[src/rtl/sfid_pkg.sv]
// Shared types and constants for the smallest-free-ID allocator.
// Holds the set size, field widths, controller states and datapath command/status.
`default_nettype none

package sfid_pkg;

    localparam int SET_SIZE = 1024;
    localparam int ID_W     = 11;
    localparam int IDX_W    = $clog2(SET_SIZE);
    localparam int CNT_W    = $clog2(SET_SIZE + 1);
    // child index of the deepest slot needs room for 2*(SET_SIZE-1)+2
    localparam int CHD_W    = IDX_W + 2;

    typedef enum logic [3:0] {
        S_INIT,
        S_IDLE,
        S_POP_ROOT,
        S_POP_LAST,
        S_POP_TAKE,
        S_DN_L,
        S_DN_R,
        S_DN_C,
        S_RES,
        S_EMPTY,
        S_ADD_RD,
        S_ADD_TAKE,
        S_UP_R,
        S_UP_C
    } t_state;

    typedef enum logic [3:0] {
        OP_NOP,
        OP_INIT,
        OP_CAPTURE,
        OP_RD_ROOT,
        OP_RD_LAST,
        OP_POP_TAKE,
        OP_DN_RDL,
        OP_DN_RDR,
        OP_DN_STEP,
        OP_LOAD_OUT,
        OP_LOAD_EMPTY,
        OP_ADD_RD,
        OP_ADD_TAKE,
        OP_UP_RD,
        OP_UP_STEP
    } t_dp_op;

    typedef struct packed {
        t_dp_op op;
    } t_dp_cmd;

    typedef struct packed {
        logic init_last;
        logic empty;
        logic add_ok;
        logic dn_leaf;
        logic dn_move;
        logic up_root;
        logic up_move;
        logic out_free;
    } t_dp_sts;

endpackage

`default_nettype wire

[src/rtl/sfid_ctrl.sv]
// Sequencer for the allocator: init sweep, pop with sift-down, add-back with sift-up.
// Depends on sfid_pkg; drives the datapath through t_dp_cmd and reads t_dp_sts.
`default_nettype none

module sfid_ctrl (
    input  logic              i_clk,
    input  logic              i_rst_n,
    input  logic              i_valid,
    input  logic              i_kind,
    input  sfid_pkg::t_dp_sts i_sts,
    output logic              o_stall,
    output sfid_pkg::t_dp_cmd o_cmd
);

    import sfid_pkg::*;

    t_state r_state;
    t_state n_state;

    always_ff @(posedge i_clk) begin
        if (!i_rst_n) begin
            r_state <= S_INIT;
        end else begin
            r_state <= n_state;
        end
    end

    always_comb begin
        n_state = r_state;
        case (r_state)
            S_INIT: begin
                if (i_sts.init_last) n_state = S_IDLE;
            end
            S_IDLE: begin
                if (i_valid) n_state = i_kind ? S_ADD_RD : S_POP_ROOT;
            end
            S_POP_ROOT: begin
                n_state = i_sts.empty ? S_EMPTY : S_POP_LAST;
            end
            S_POP_LAST: n_state = S_POP_TAKE;
            S_POP_TAKE: n_state = S_DN_L;
            S_DN_L: begin
                n_state = i_sts.dn_leaf ? S_RES : S_DN_R;
            end
            S_DN_R: n_state = S_DN_C;
            S_DN_C: begin
                n_state = i_sts.dn_move ? S_DN_L : S_RES;
            end
            S_RES, S_EMPTY: begin
                if (i_sts.out_free) n_state = S_IDLE;
            end
            S_ADD_RD: n_state = S_ADD_TAKE;
            S_ADD_TAKE: begin
                n_state = i_sts.add_ok ? S_UP_R : S_IDLE;
            end
            S_UP_R: begin
                n_state = i_sts.up_root ? S_IDLE : S_UP_C;
            end
            S_UP_C: begin
                n_state = i_sts.up_move ? S_UP_R : S_IDLE;
            end
            default: n_state = S_INIT;
        endcase
    end

    always_comb begin
        o_stall  = (r_state != S_IDLE);
        o_cmd.op = OP_NOP;
        case (r_state)
            S_INIT:     o_cmd.op = OP_INIT;
            S_IDLE:     o_cmd.op = i_valid ? OP_CAPTURE : OP_NOP;
            S_POP_ROOT: o_cmd.op = i_sts.empty ? OP_NOP : OP_RD_ROOT;
            S_POP_LAST: o_cmd.op = OP_RD_LAST;
            S_POP_TAKE: o_cmd.op = OP_POP_TAKE;
            S_DN_L:     o_cmd.op = OP_DN_RDL;
            S_DN_R:     o_cmd.op = OP_DN_RDR;
            S_DN_C:     o_cmd.op = OP_DN_STEP;
            S_RES:      o_cmd.op = i_sts.out_free ? OP_LOAD_OUT : OP_NOP;
            S_EMPTY:    o_cmd.op = i_sts.out_free ? OP_LOAD_EMPTY : OP_NOP;
            S_ADD_RD:   o_cmd.op = OP_ADD_RD;
            S_ADD_TAKE: o_cmd.op = OP_ADD_TAKE;
            S_UP_R:     o_cmd.op = OP_UP_RD;
            S_UP_C:     o_cmd.op = OP_UP_STEP;
            default:    o_cmd.op = OP_NOP;
        endcase
    end

endmodule

`default_nettype wire

[config.mk]
export PLATFORM = sky130hd
export DESIGN_NAME = sfid_ctrl
export DESIGN_NICKNAME = d
export VERILOG_FILES = /design/src/rtl/sfid_pkg.sv /design/src/rtl/sfid_ctrl.sv
export SDC_FILE = /design/constraint.sdc
export NUM_CORES = 1
export LEC_CHECK = 0
export BUFFER_PORTS_ARGS = -buffer_cell sky130_fd_sc_hd__buf_4
export CORE_AREA = 5 5 42 44
export CTS_CLUSTER_SIZE = 8
export DETAILED_ROUTE_END_ITERATION = 10
export DIE_AREA = 0 0 47 49
export PLACE_DENSITY = 0.67
export RECOVER_POWER = 25
export REMOVE_ABC_BUFFERS = 1
export SETUP_SLACK_MARGIN = 0.2
export SLEW_MARGIN = 25
export SYNTH_ARGS = -nofsm -noshare
export SYNTH_HDL_FRONTEND = slang
export SYNTH_SLANG_ARGS = --single-unit
[constraint.sdc]
create_clock -name i_clk -period 1.4 [get_ports i_clk]
set_input_delay 0.07 -clock i_clk [delete_from_list [all_inputs] [get_ports i_clk]]
set_output_delay 0.07 -clock i_clk [all_outputs]
set_load 0.01 [all_outputs]
After elaboration in Yosys (flattened, before gate mapping)
Index checks and enable logic that the tools add are counted.

Equal/unequal tests: 17. Muxes and demuxes: 16. Reductions and logical operators: 3.

Operator list (count): $pmux 4 s14 (1); $pmux 4 s13 (1); $mux 4 (12); $eq 4x4->1 const B (6); $eq 4x3->1 const B (4); $eq 4x2->1 const B (2); $ne 2x2->1 const B (3); $eq 4x1->1 const B (1); $logic_not 4->1 (1); $mux 2 (2); $ne 4x1->1 const B (1); $reduce_and 3->1 (1); $reduce_or 2->1 (1).

Flip-flop bits (word level): 4. Input bits: 12. Output and inout port bits: 5.

Logic depth before layout (Yosys ltp)
Gate-level depths: netlist (run 1).

Depth after elaboration: 4. Depth in mapped cells: 6. Mapped depth without buffers: 4.

Worst setup path after synthesis (run 1)
Ideal clock, no wire load.

Kind: register to output. Start: register r_state[1]. End: output o_cmd[0] (netlist bit). Arrival time: 1.086 ns. Slack: 0.244 ns. Stages on the path, launching flop included: 6. Buffers on the path: 2. Path through: dfxtp_1 buf_4 buf_4 a21oi_1 nor2_1 nor3_1.

RTL lines: start: declaration (line sfid_ctrl.sv:17) `t_state r_state;`; start signal: assignment (line sfid_ctrl.sv:24) `r_state <= n_state;`; end: declaration (line sfid_ctrl.sv:12) `output sfid_pkg::t_dp_cmd o_cmd`.

==> impl_results.md, run 1 <==
* Syn. warnings at 0
* Post-DP HPWL at 1270 um
* Clock transition at the registers of the reported paths at 0.04 ns
* Failing checks: negative setup slack
* Period Utilization, post-route at 105%
* Fraction of layout instances using a drive strength above 1 at 65.1%
* Clk_lat worst skew at 0.25 ns
* Post-synth EDFFs at 0
* Largest net degree at the start of global routing at 14
* Final setup fails at 4
* Asr flop ratio synth at 0%
* Multi-input gate area at 522 um^2
* RSZ-0062 raised after global routing: true
* Fin Setup TNS at -0.169 ns
* Hold slack at 0.112 ns
* Row count at 14
* ANT cells at 0
* Largest Register: r_state
* First-pass GRT wire length at 3490 um
* Initial core utilization at 40.4%
* IO buf count at 16
* Setup CP Type: register to primary output
* # DRC at 0
* 1st-pass router iterations at 4
* Final WS setup at -0.0679 ns
* Synthesized instance count at 72
* Most frequent cells in the layout: 29 x buf_4, 7 x buf_6, 6 x nand2_1
* Main synth FF type: dfxtp_1
* Max Freq at 681 MHz
* Routed length per instance at 19.3 um
* Crit path cell chain: buf_12, nor2b_4, a221oi_2, o221ai_1, buf_4
* Largest registers: r_state: 4 flops
* Pins Over Slew Limit at 0
* Total gr overflow at 0
* Clk pwr share at 13.1%
* Crit path DAT at 1.40 ns
* CP Launch Type: register
* Number of top-level pins at 17
* Fin util at 70.5%
* Status: finished, violations left
* Post-CTS Hold Fix Bufs at 0
* Max-Cap Viols at 0
* Chip height at 49 um
* Max VDD drop at 0.688 mV
* Comb power frac at 70.6%
* Fin crit period at 1.47 ns
* Core area at 1400 um^2
* Post-synthesis sequential area ratio at 14.1%
* Most common cell after layout, fill and taps aside: buf_4
* Total Nets Final at 120
* Antenna Nets Post-Route at 0
* Highest fanout seen on the critical path at 7
* Final GP Congestion at 0.866
* Clk root buf: clkbuf_4
* Netlist Area Pre-Place at 567 um^2
* Total GRT Usage at 21.1%
* Worst-case clock skew at 0.00211 ns
* Initial drt markers at 13
* Die ar. at 2300 um^2
* Area Growth Syn to Fin at 74.4%
* Reg2reg path depth at 7
* H-Tree Depth at 1
* Avg Cell Area, Syn at 7.87 um^2
* Vias in the first global route at 740
* Drt total wl at 2350 um
* Static leakage at 0.413 nW
* Sw Share at 43.2%
* Cts bufs inserted at 3
* Post-synth cell types at 39
* Via count at 747
* CTS tree: done
* Worst slew pin tran at 0.328 ns
* Crit-path slowest cell: dfxtp_4
* Max reg flops at 4
* Detail-routed via count per cell at 6.12
* Worst-case clock buffer depth at 2
* Yosys reg bits at 4
* CP endpoint kind: primary output
* Initial antenna violation count at 0
* Relative slew slack at 78.0%
* WP data required at 1.33 ns
* Die Wd at 47 um
* Register area at 95.1 um^2
* Hold Path Class: input pin to register
* Worst path max stage delay at 0.35 ns
* CTS Sinks at 4
* Cell Int Power at 0.689 mW
* P_sw at 0.524 mW
* Reg power frac at 16.3%
* Count of final hold-check violations at 0
* Fillcell total at 123
* Power per cell area at 1230 nW/um^2
* WHS Path Cells at 2
-- power by group through the flow --
stage	Sequential (mW)	Combinational (mW)	Clock, mW
3_3_place_gp	0.189	0.551	0
6_report	0.198	0.856	0.159
2_1_floorplan	0.210	0.277	0
3_5_place_dp	0.188	0.555	0
5_1_grt	0.200	0.919	0.170
4_1_cts	0.196	0.748	0.149
-- cells by family after synthesis --
kind of cell           count (synthesis)  share of synthesized area (%)
AO/OA/AOI/OAI                         24                           35.8
multiplexers                           1                           1.77
AND/OR/NAND/NOR                       35                           36.4
flip-flops                             4                           14.1
buffers and inverters                  8                           11.9
-- synthesized netlist by cell type, types with 2 or more instances --
library cell  number  area share, %
nand3_1            3            2.6
o21ai_0            3            2.6
nor2_1             5            3.3
a221oi_1           3            4.6
inv_2              2            1.3
a21oi_1            2            1.8
nor3_1             2            1.8
o21ai_1            2            1.8
nor3b_1            2            2.6
nand2b_1           2            2.2
buf_4              2            2.6
dfxtp_1            4             14
buf_6              4            7.9
nor2b_1            4            4.4
nand2_1            8            5.3
-- through the flow --
step,std cells,instance area (um^2),power (mW),setup slack (ns)
after floorplan,66,507,0.487,0.0118
after global placement,105,712,0.740,-0.0217
after detailed placement,105,712,0.744,-0.0268
after CTS,118,908,1.09,-0.0582
after global routing,122,988,1.29,-0.124
final,122,988,1.21,-0.0679
-- final timing paths --
| check | startpoint | to | slack [ns] |
|---|---|---|---|
| worst max register to register | r_state[0] | r_state[2] | -0.04 |
| worst min register to register | r_state[3] | r_state[0] | 0.70 |
| worst min-delay path | i_rst_n | r_state[2] | 0.11 |
| worst max-delay path | r_state[0] | o_cmd[1] | -0.07 |
-- layout make-up --
cell class / count / share of cell area [%]
Sequential cell: 4 / 9.62
Inverter: 2 / 1.27
Timing Repair Buffer: 37 / 32.0
Multi-Input combinational cell: 60 / 52.8
Clock buffer: 3 / 2.28
Tap cell: 16 / 2.03
-- worst max-delay path: cells and delay by family (launching register included) --
| kind | cells | cell delay [ns] |
|---|---|---|
| DFF | 1 | 0.35 |
| buffers and inverters | 2 | 0.29 |
| AOI/OAI and AO/OA | 2 | 0.38 |
| and+or+nand+nor | 1 | 0.13 |
-- routing by layer --
metal  track usage (%)  routed length (um)  up-vias
li1                  -                   -      343
met1              25.5                 908      359
met2              30.1                1190       31
met3              4.80                 101       14
met4              17.1                 152        0
met5                 0                   0        -
-- repair_timing --
action | 4_1_cts | 5_1_grt
endpoints found under the setup margin | 9 | 9
pin swaps | 13 | 7
resized for setup | 28 | 15
buffers inserted | 10 | 4
Note: power is estimated with default switching activity, not from simulation.
==> run 2: changes to the inputs <==
--- a/config.mk
+++ b/config.mk
@@ -5,12 +5,12 @@
 export SDC_FILE = /design/constraint.sdc
 export NUM_CORES = 1
 export LEC_CHECK = 0
-export BUFFER_PORTS_ARGS = -buffer_cell sky130_fd_sc_hd__buf_4
+export BUFFER_PORTS_ARGS = -buffer_cell sky130_fd_sc_hd__buf_2
 export CORE_AREA = 5 5 42 44
 export CTS_CLUSTER_SIZE = 8
 export DETAILED_ROUTE_END_ITERATION = 10
 export DIE_AREA = 0 0 47 49
-export PLACE_DENSITY = 0.67
+export PLACE_DENSITY_LB_ADDON = 0.2
 export RECOVER_POWER = 25
 export REMOVE_ABC_BUFFERS = 1
 export SETUP_SLACK_MARGIN = 0.2
==> run 2 against run 1 <==
  * The run still ends with negative setup slack left
  * Total power up 8.0%
  * Via count up 0.54%
  * Hold slack better by 0.0010 ns
  * Worst setup slack worse by 0.10 ns
  * Critical endpoint unchanged
  * First-iteration DRC count up 120%
  * Critical path type unchanged
==> impl_results.md, run 2 (synthesized netlist as in run 1, its figures left out) <==
* Status: finished, violations left
* Failing checks: negative setup slack
* Detail-routed via count per cell at 5.96 (-2.7%)
* Placed Cells at 107 (+1.9%)
* GR met1 Demand/Resource at 26.3% (+0.77 points)
* Total Nets Final at 124 (+3.3%)
* Total gr overflow at 0 (unchanged)
* Fillcell total at 95 (-23%)
* WHS Path Cells at 2 (unchanged)
* Non-filler cells, final at 126 (+3.3%)
* First-pass GRT wire length at 3240 um (-7.3%)
* # DRC at 0 (unchanged)
* Fin crit period at 1.57 ns (+0.101 ns)
* Core area at 1400 um^2 (unchanged)
* Cts bufs inserted at 3 (unchanged)
* Max Freq at 637 MHz (-6.4%)
* Number of top-level pins at 17 (unchanged)
* DP Area at 699 um^2 (-1.8%)
* R2r setup slk at 0 ns (+0.04 ns)
* Static leakage at 0.428 nW (+3.6%)
* Max reg flops at 4 (unchanged)
* Row count at 14 (unchanged)
* Final GP Congestion at 0.864 (-0.21%)
* Final setup fails at 3 (-1)
* Highest fanout seen on the critical path at 8 (+1)
* Drt total wl at 2460 um (+4.5%)
* Relative slew slack at 79.1% (+1.1 points)
* Initial drt markers at 28 (+15)
* Power per cell area at 1230 nW/um^2 (+0.61%)
* Area Growth Syn to Fin at 87.2%
* Multi-input gate area at 571 um^2 (+9.4%)
* Crit path DAT at 1.50 ns (+0.10 ns)
* Initial antenna violation count at 0 (unchanged)
* Die ar. at 2300 um^2 (unchanged)
* Worst min-delay path startpoint: i_rst_n
* CTS Sinks at 4 (unchanged)
* Period Utilization, post-route at 112% (+7.2 points)
* Final WS setup at -0.169 ns (-0.101 ns)
* RSZ-0062 raised after global routing: true
* Finished Cell Area at 1060 um^2 (+7.3%)
* Critical R2R Launch: r_state[1]
* IO buf count at 16 (unchanged)
* Met3 usage at 5.17% (+0.37 points)
* Clock transition at the registers of the reported paths at 0.04 ns (about the same)
* Routed length per instance at 19.5 um (+1.2%)
* Worst-case clock buffer depth at 2 (unchanged)
* Max-Cap Viols at 0 (unchanged)
* Post-DP HPWL at 1170 um (-8.0%)
* 1st-pass router iterations at 4 (unchanged)
* Fraction of layout instances using a drive strength above 1 at 75.5% (+10 points)
* Largest registers: r_state: 4 flops
* Crit path launch: r_state[1]
* Pins Over Slew Limit at 0 (unchanged)
* Reg2reg end: r_state[1]
* Die Wd at 47 um (unchanged)
* Reg2reg path depth at 6 (-1)
* Overall Power at 1.31 mW (+8.0%)
* Largest Register: r_state
* CP endpoint kind: primary output
* Chip height at 49 um (unchanged)
* Clk root buf: clkbuf_4
* Hold Crit Endpoint: r_state[2]
* Clk_lat worst skew at 0.24 ns (about the same)
* Fin util at 75.7% (+5.2 points)
* Total GRT Usage at 18.9% (-2.2 points)
* Register area at 90.1 um^2 (-5.3%)
* ANT cells at 0 (unchanged)
* Hold Path Class: input pin to register
* WP data required at 1.33 ns (about the same)
* Vias in the first global route at 684 (-7.6%)
* CP Launch Type: register
* GR Layer Usage met2 at 29.6% (-0.45 points)
* Via count at 751 (+0.54%)
* Initial core utilization at 40.4% (unchanged)
* Max VDD drop at 1.06 mV (+54%)
* Worst slew pin tran at 0.314 ns (-0.0143 ns)
* Antenna Nets Post-Route at 0 (unchanged)
* Setup CP Type: register to primary output
* Worst-case clock skew at 0.00238 ns (+0.000274 ns)
* Hold slack at 0.113 ns (+0.000997 ns)
* Count of final hold-check violations at 0 (unchanged)
* Largest net degree at the start of global routing at 13 (-1)
* Most frequent cells in the layout: 15 x buf_2, 15 x buf_4, 8 x buf_6
* CTS tree: done
* H-Tree Depth at 1 (unchanged)
* Global route hottest layer: met2
-- run 2: timing repair --
action | 4_1_cts | 5_1_grt
gates cloned | 1 | 0
hold buffers | 0 | 0
buffers inserted | 10 | 5
resized for setup | 37 | 16
setup endpoints to repair | 9 | 9
pin swaps | 10 | 12
-- run 2: critical path: stages (launching register included) --
cell and delay, ns:
dfxtp_2 0.33, buf_12 0.14, nor2b_4 0.13, a221oi_2 0.28, o221ai_1 0.21, buf_2 0.18
-- run 2: worst max path at each step --
stage / end / cells after the start
global route: o_cmd[1] / 5
global placement: r_state[3] / 4
CTS: o_cmd[1] / 5
detailed placement: r_state[3] / 4
finish: o_cmd[1] / 5
floorplan: r_state[3] / 4
-- run 2: final cells by class --
type,count,share of cell area [%]
Clock buffer,3,2.12
Multi-Input combinational cell,60,53.8
Timing Repair Buffer,41,32.5
Tap cell,16,1.89
Inverter,2,1.18
Sequential cell,4,8.49
-- run 2: report_power, final --
group	total, mW	leakage [nW]	internal (mW)	switching, mW
registers	0.183	0.0350	0.144	0.0392
clock network	0.150	0.0138	0.0963	0.0538
logic	0.976	0.379	0.504	0.472
total	1.31	0.428	0.745	0.565
-- run 2: through the flow --
step	setup TNS (ns)	worst slack [ns]
6_report	-0.224	-0.169
5_1_grt	-0.379	-0.222
4_1_cts	0	0.00585
3_5_place_dp	-0.111	-0.0988
3_3_place_gp	-0.0561	-0.0561
2_1_floorplan	0	0.0118
-- run 2: metal layers --
layer	wire length, um	up-vias	share of wire, %
met5	0	-	0
li1	-	353	-
met2	1280	28	52
met3	147	4	6.0
met4	24	0	0.98
met1	1000	366	41
==> run 3: changes to the inputs <==
--- a/config.mk
+++ b/config.mk
@@ -5,6 +5,7 @@
 export SDC_FILE = /design/constraint.sdc
 export NUM_CORES = 1
 export LEC_CHECK = 0
+export ABC_AREA = 1
 export BUFFER_PORTS_ARGS = -buffer_cell sky130_fd_sc_hd__buf_2
 export CORE_AREA = 5 5 42 44
 export CTS_CLUSTER_SIZE = 8
@@ -12,7 +13,6 @@
 export DIE_AREA = 0 0 47 49
 export PLACE_DENSITY_LB_ADDON = 0.2
 export RECOVER_POWER = 25
-export REMOVE_ABC_BUFFERS = 1
 export SETUP_SLACK_MARGIN = 0.2
 export SLEW_MARGIN = 25
 export SYNTH_ARGS = -nofsm -noshare
==> run 3 against run 2 <==
  * Sequential share of layout area increased by 3.9 points
  * Area after synthesis decreased by 11%
  * Design area decreased by 28%
  * Total power decreased by 15%
  * Via count decreased by 8.9%
  * Flip-flop and latch count unchanged
  * Critical path depth increased by 1
  * Critical endpoint is now o_cmd[2]
  * Worst setup slack improved by 0.11 ns
  * Fmax increased by 7.5%
  * Largest cell class unchanged
  * Count of clock-buffer cells in the layout unchanged
  * Hold slack improved by 0.024 ns
  * The flow still finishes with violations (negative setup slack)
  * Routed wire length decreased by 37%
==> impl_results.md, run 3 <==
* DP Area at 609 um^2 (-13%)
* CP endpoint kind: primary output
* Core area at 1400 um^2 (unchanged)
* Initial antenna violation count at 0 (unchanged)
* WP data required at 1.33 ns (about the same)
* Max VDD drop at 1.03 mV (-2.4%)
* Largest family of logic cells by synthesized area: simple AND/OR/NAND/NOR gates
* Crit path cell chain: inv_4, nand2_2, nor2_2, a21oi_2, or3b_1, buf_2
* Vias in the first global route at 651 (-4.8%)
* Post-synth EDFFs at 0 (unchanged)
* Count of final hold-check violations at 0 (unchanged)
* Pins Over Slew Limit at 0 (unchanged)
* Drt total wl at 1550 um (-37%)
* 1st-pass router iterations at 4 (unchanged)
* Synth Area in Compound Gates at 15.0% (-21 points)
* Syn Nets at 106
* Worst-case clock skew at 0.00163 ns (-0.000747 ns)
* RSZ-0062 raised after global routing: true
* Post-Synth Adder-Cell Area at 0% (unchanged)
* Simple-gate share of the synthesized area at 56.4% (+20 points)
* Dpl ws at 0.0397 ns (+0.139 ns)
* IO buf count at 16 (unchanged)
* Row count at 14 (unchanged)
* Post-Synth XOR/XNOR Area at 0% (unchanged)
* H-Tree Depth at 1 (unchanged)
* Avg Cell Area, Syn at 5.34 um^2 (-32%)
* Period Utilization, post-route at 104% (-7.8 points)
* Number of top-level pins at 17 (unchanged)
* Initial drt markers at 28 (unchanged)
* Area Growth Syn to Fin at 52.9%
* Power per cell area at 1450 nW/um^2 (+18%)
* Most common cell after layout, fill and taps aside: nand2_1
* Most instantiated library cell after synthesis: nand2_1
* Worst-case clock buffer depth at 2 (unchanged)
* Total gr overflow at 0 (unchanged)
* Post-synthesis sequential area ratio at 16.0% (+1.8 points)
* Via count at 684 (-8.9%)
* Finished Cell Area at 767 um^2 (-28%)
* Die Wd at 47 um (unchanged)
* ANT cells at 0 (unchanged)
* Post-CTS Hold Fix Bufs at 0 (unchanged)
* Final WS setup at -0.0597 ns (+0.109 ns)
* First-pass GRT wire length at 2560 um (-21%)
* Post-synth cell types at 20 (-49%)
* Antenna Nets Post-Route at 0 (unchanged)
* # DRC at 0 (unchanged)
* Crit-path slowest cell: dfxtp_4
* Final setup fails at 2 (-1)
* Worst slew pin tran at 0.264 ns (-0.0499 ns)
* Clk_lat worst skew at 0.23 ns (about the same)
* CTS Sinks at 4 (unchanged)
* Initial core utilization at 35.8% (-4.6 points)
* Total Nets Final at 136 (+9.7%)
* Post-synth top area share at 19.5% (+5.3 points)
* Max-Cap Viols at 0 (unchanged)
* CTS tree: done
* Clk root buf: clkbuf_4
* Fillcell total at 140 (+47%)
* Largest Register: r_state
* Failing checks: negative setup slack
* Max reg flops at 4 (unchanged)
* Status: finished, violations left
* Max Freq at 685 MHz (+7.5%)
* Total GRT Usage at 15.1% (-3.8 points)
* Post-synth top cells: 26 x nand2_1, 15 x inv_1, 13 x nor2_1
* Post-DP HPWL at 1220 um (+4.6%)
* Cell accounting for the most synthesized area: nand2_1
* CP Launch Type: register
* Highest fanout seen on the critical path at 4 (-4)
* Clock transition at the registers of the reported paths at 0.03 ns (about the same)
* Asr flop ratio synth at 0% (unchanged)
* Multiplexer area fraction after synthesis at 0% (-1.8 points)
* Leading post-synthesis cells by cell area: nand2_1 19%, dfxtp_1 16%, inv_1 11%
* Detail-routed via count per cell at 4.96 (-17%)
* Yosys reg bits at 4 (unchanged)
* Hold Path Class: input pin to register
* Worst path max stage delay at 0.37 ns (+0.04 ns)
* Synthesized instance count at 94 (+31%)
* Main synth FF type: dfxtp_1
* Die ar. at 2300 um^2 (unchanged)
* Routed length per instance at 11.2 um (-42%)
* Largest registers: r_state: 4 flops
* Setup CP Type: register to primary output
* Netlist Area Pre-Place at 502 um^2 (-11%)
* Fin crit period at 1.46 ns (-0.109 ns)
* Final GP Congestion at 0.889 (+2.8%)
* Most frequent cells in the layout: 20 x nand2_1, 16 x buf_2, 12 x inv_1
* Static leakage at 0.426 nW (-0.38%)
* Relative slew slack at 82.3% (+3.2 points)
* Largest net degree at the start of global routing at 7 (-6)
* Chip height at 49 um (unchanged)
* Fraction of layout instances using a drive strength above 1 at 47.5% (-28 points)
* Cts bufs inserted at 3 (unchanged)
* Syn. warnings at 0 (unchanged)
* Crit path DAT at 1.39 ns (-0.11 ns)
==> run 3: cell types whose count changed after synthesis, sizes merged, moves of 2 or more <==
cell    previous run  this run
nand2              8        29
nor2               6        17
nor3b              2         0
nand3              3        10
a21oi              2         4
inv                2        17
a22oi              2         0
nand2b             3         0
buf                6         0
a221oi             3         0
and2b              2         0
nor2b              4         0
==> run 3: layer usage <==
metal  GRT usage [%]  wire (um)  up-vias
met5               0          0        -
met4            8.76         14        0
met3            2.58        131        4
met2            24.2        788       28
met1            17.8        617      295
li1                -          -      357
==> run 3: critical path: cells and delay by family (launching register included) <==
kind | cells | cell delay [ns]
buffers and inverters | 2 | 0.19
AOI/OAI and AO/OA | 1 | 0.13
and+or+nand+nor | 3 | 0.46
DFF | 1 | 0.37
==> run 3: cell families (layout without fill, tap and decap cells) <==
logic type,Yosys count,in the layout
compound gates,12,12
buf+inv,17,45
flops,4,4
simple gates,61,61
==> run 3: what timing repair did <==
item / CTS / global route
pin swaps: 5 / 2
gates resized for setup: 25 / 5
setup endpoints to repair: 9 / 9
endpoints found under the hold margin: 0 / 0
buffers inserted: 7 / 1
==> run 3: final cells by class <==
cell class,count,area [um^2],share of cell area [%]
Timing Repair Buffer,25,148,19.2
Sequential cell,4,95.1,12.4
Multi-Input combinational cell,73,413,53.8
Clock buffer,3,22.5,2.94
Tap cell,16,20.0,2.61
Inverter,17,68.8,8.97
==> run 3: final timing paths <==
kind	start	endpoint	slack (ns)	cells past startpoint
worst min-delay path	i_rst_n	r_state[0]	0.14	3
worst max-delay path	r_state[2]	o_cmd[2]	-0.06	6
worst min register to register	r_state[0]	r_state[0]	0.53	2
worst max register to register	r_state[2]	r_state[2]	0.05	7
==> run 3: stage by stage <==
stage          cells  power, mW  setup TNS (ns)  hold slack [ns]  utilization (%)
2_1_floorplan     94      0.591               0            0.241                -
3_3_place_gp     127      0.778               0            0.353             43.5
3_5_place_dp     127      0.774               0            0.373             43.5
4_1_cts          137       1.07         -0.0695            0.136             52.9
5_1_grt          138       1.22          -0.309            0.170             54.7
6_report         138       1.12         -0.0663            0.137             54.7
==> run 3: power breakdown <==
group / switching (mW) / internal, mW / leakage [nW]
Sequential: 0.0821 / 0.168 / 0.0356
Clock: 0.0377 / 0.0952 / 0.0138
Combinational: 0.418 / 0.313 / 0.377
Total: 0.538 / 0.577 / 0.426
